==> config.mk <==
export PLATFORM = sky130hd
export DESIGN_NAME = wlt_cell
export DESIGN_NICKNAME = d
export VERILOG_FILES = /design/src/rtl/wlt_cell.sv
export SDC_FILE = /design/constraint.sdc
export NUM_CORES = 1
export LEC_CHECK = 0
export BUFFER_PORTS_ARGS = -buffer_cell sky130_fd_sc_hd__buf_2
export CORE_ASPECT_RATIO = 1.2
export CORE_MARGIN = 3
export CORE_UTILIZATION = 30
export DETAILED_ROUTE_END_ITERATION = 10
export PLACE_DENSITY = 0.58
export REMOVE_ABC_BUFFERS = 1
export SYNTH_ARGS = -nofsm -noshare
export SYNTH_HDL_FRONTEND = slang
export SYNTH_SLANG_ARGS = --single-unit
export TNS_END_PERCENT = 20
==> constraint.sdc <==
create_clock -name i_clk -period 0.8 [get_ports i_clk]
set_input_delay 0.08 -clock i_clk [delete_from_list [all_inputs] [get_ports i_clk]]
set_output_delay 0.08 -clock i_clk [all_outputs]
set_load 0.01 [all_outputs]
==> src/rtl/wlt_cell.sv <==
`timescale 1ns / 1ps
// One slot of the whitelist ring: identifier, use bit and mark bits.
// Hands its contents to the neighbouring cell on every shift. Uses no package.
module wlt_cell #(
    parameter int MARK_TABLES = 9
) (
    input  logic                   i_clk,
    input  logic                   i_rst_n,
    input  logic                   i_shift,
    input  logic [31:0]            i_id,
    input  logic                   i_use,
    input  logic [MARK_TABLES-1:0] i_marks,
    output logic [31:0]            o_id,
    output logic                   o_use,
    output logic [MARK_TABLES-1:0] o_marks
);
    logic [31:0]            r_id;
    logic                   r_use;
    logic [MARK_TABLES-1:0] r_marks;

    always_ff @(posedge i_clk) begin
        if (!i_rst_n) begin
            r_use   <= 1'b0;
            r_marks <= '0;
        end else if (i_shift) begin
            r_use   <= i_use;
            r_marks <= i_marks;
        end
    end

    // identifier needs no reset: only read where the use bit is set
    always_ff @(posedge i_clk) begin
        if (i_shift) begin
            r_id <= i_id;
        end
    end

    assign o_id    = r_id;
    assign o_use   = r_use;
    assign o_marks = r_marks;
endmodule

==> results.md <==
- Status: finished with violations
- Failing checks: negative setup slack
- Final period utilization: 1.13
- Area of the core: 4100 sq um
- Yosys warning total: 0
- Detailed-route via count: 987
- Hold Path Origin: i_use
- Num ports: 87
- Post-synthesis register bit count: 42
- Die height: 79.1 microns
- Port Buf Inserts: 86
- Fmax achieved: 1100 MHz
- Grt ovf: 0
- TritonCTS clock tree: yes
- Largest stage delay on the critical path: 0.39 ns
- Layout area overhead: 77.0%
- Post-detail-place hpwl: 2140 microns
- Cell count along the critical path: 1
- First-pass GRT wire length: 4650 microns
- Lkg Pwr: 1.04 nW
- Final min period: 0.906 ns
- Routability Congestion: 0.595
- Num Clock Sinks: 42
- Final Power: 4.76 mW
- CTS Buf Count: 5
- Data required time of the worst path: 0.72 ns
- Fillers: 325
- ANT nets after route: 0
- Vias in the first global route: 990
- Dpl cell area: 1860 sq um
- Clock Latency Late Sink: 0.27 ns
- Area of the mapped netlist: 1340 sq um
- Worst setup EP type: output pin
- Final #Nets: 234
- Worst slew pin tran: 0.136 ns
- Layout cells sized above 1: 0.547
- Max Root-Sink Buffers: 2
- CP startpoint: o_id[24]
- RSZ-0062 raised after global routing: true
- CP Max Fanout: 1
- Footprint of the multi-input gates: 163 sq um
- Avg Inst Size Synth: 21.2 sq um
- Delay-heaviest family, CP: flip-flops
- R2R setup slack: 0.18 ns
- Average routed wire per standard cell: 13.1 microns
- Final hold slack: 0.0590 ns
- Slew headroom: 0.907
- H-tree depth: 2
- GRT Resource Usage Total: 0.123
- Starting density of the core: 0.326
- Max Cap Viol: 0
- Final Cell Area: 2360 sq um
- Worst-path clk slew: 0.07 ns
- First-pass DRT Iterations: 6
- Hold WC Path Type: primary input to flip-flop
- Largest net degree at the start of global routing: 27
- Hold Crit Depth: 3
- Yosys cell types: 5
- Commonest non-fill, non-tap cells in the layout: 76 x buf_2, 32 x dlygate4sd3_1, 32 x edfxtp_1
- Reg area: 1170 sq um
- DRC violations left: 0
- Total wire length: 3200 microns
- Worst setup margin: -0.106 ns
- Pwr per Cell Area: 2010 nW/um^2
- Clock skew: 0 ns
- Sink of the worst hold path: o_use
- RR Startpoint: o_marks[0]
- Most common cell after layout, fill and taps aside: buf_2
- Worst Reg-to-Reg Cells: 2
- Die W: 66.9 microns
- Via density: 4.05
- CP startpoint kind: flip-flop
- Pre-CTS setup slack: -0.0197 ns
- Crit path DAT: 0.83 ns
- Initial antenna violation count: 0
- CTS root buf: clkbuf_8
- Syn Inst Count: 63
- Final hold vios: 0
- Row cnt: 25
- Bufs and invs on worst path: 1
- Initial drt markers: 31
- Final-report setup violation count: 33
- Sequential area share after synthesis: 0.870
- Sum Neg Setup Slack: -2.08 ns
- Slowest cell on the critical path: edfxtp_1
- Maximum VDD drop: 0.000826 V
- Setup CP Type: flip-flop to output pin
- Die Area: 5290 sq um
- Cell Chain, Critical Path: buf_2
- Fin. max-slew vios: 0
- Crit Reg-Reg Endpoint: o_marks[0]
- N_diodes: 0
## report_power, final
part	leakage (nW)	switching, mW	internal (mW)	total [mW]
sequential	0.399	0.0512	2.52	2.58
clock	0.0524	0.627	0.933	1.56
combinational	0.589	0.257	0.366	0.623
total	1.04	0.935	3.82	4.76
## flip-flops by register name, indices dropped and copies added (netlist names)
name and count:
o_id 32, o_marks 9, o_use 1
## kinds of logic (layout without fill, tap and decap cells)
kind of cell	after synthesis	count (layout)	synth area share
DFF	42	42	0.870
buffers and inverters	1	128	0.00843
muxes	10	10	0.0750
and+or+nand+nor	10	10	0.0469
## final cells by class
cell class,instances,share of cell area
flip-flops and latches,42,0.497
well taps,54,0.0286
multi-input cells,20,0.0688
clock inverters,1,0.0127
clock buffers,7,0.0323
repair buffers,120,0.361
## metrics by stage
stage,util,cells
after floorplan,-,62
after global placement,0.454,204
after detailed placement,0.454,204
after CTS,0.577,244
after global routing,0.577,244
final,0.577,244
## repair_timing
item                                   4_1_cts  5_1_grt
hold buffers                                32        0
setup endpoints to repair                   42       42
gates resized for setup                     20        0
setup buffers                                0        0
cloned                                       0        0
endpoints found under the hold margin       32        0
## synth_stat cells (all sizes together)
library cell  number  area, sq um
nor2b             10         62.6
mux2i             10          100
dfxtp             10          200
edfxtp            32          961
buf                1         11.3
## per-layer routing
layer,GRT usage,part of all wire,vias to the layer above
met1,0.130,0.38,441
met5,0,0,-
met3,0.0481,0.11,2
li1,-,-,483
met2,0.213,0.50,61
met4,0.0548,0.0091,0
## worst max path at each step
stage / endpoint
4_1_cts: o_id[24]
3_3_place_gp: o_marks[5]
6_report: o_id[24]
2_1_floorplan: o_marks[0]
5_1_grt: o_id[24]
3_5_place_dp: o_marks[6]
(Power assumes the default switching activity.)
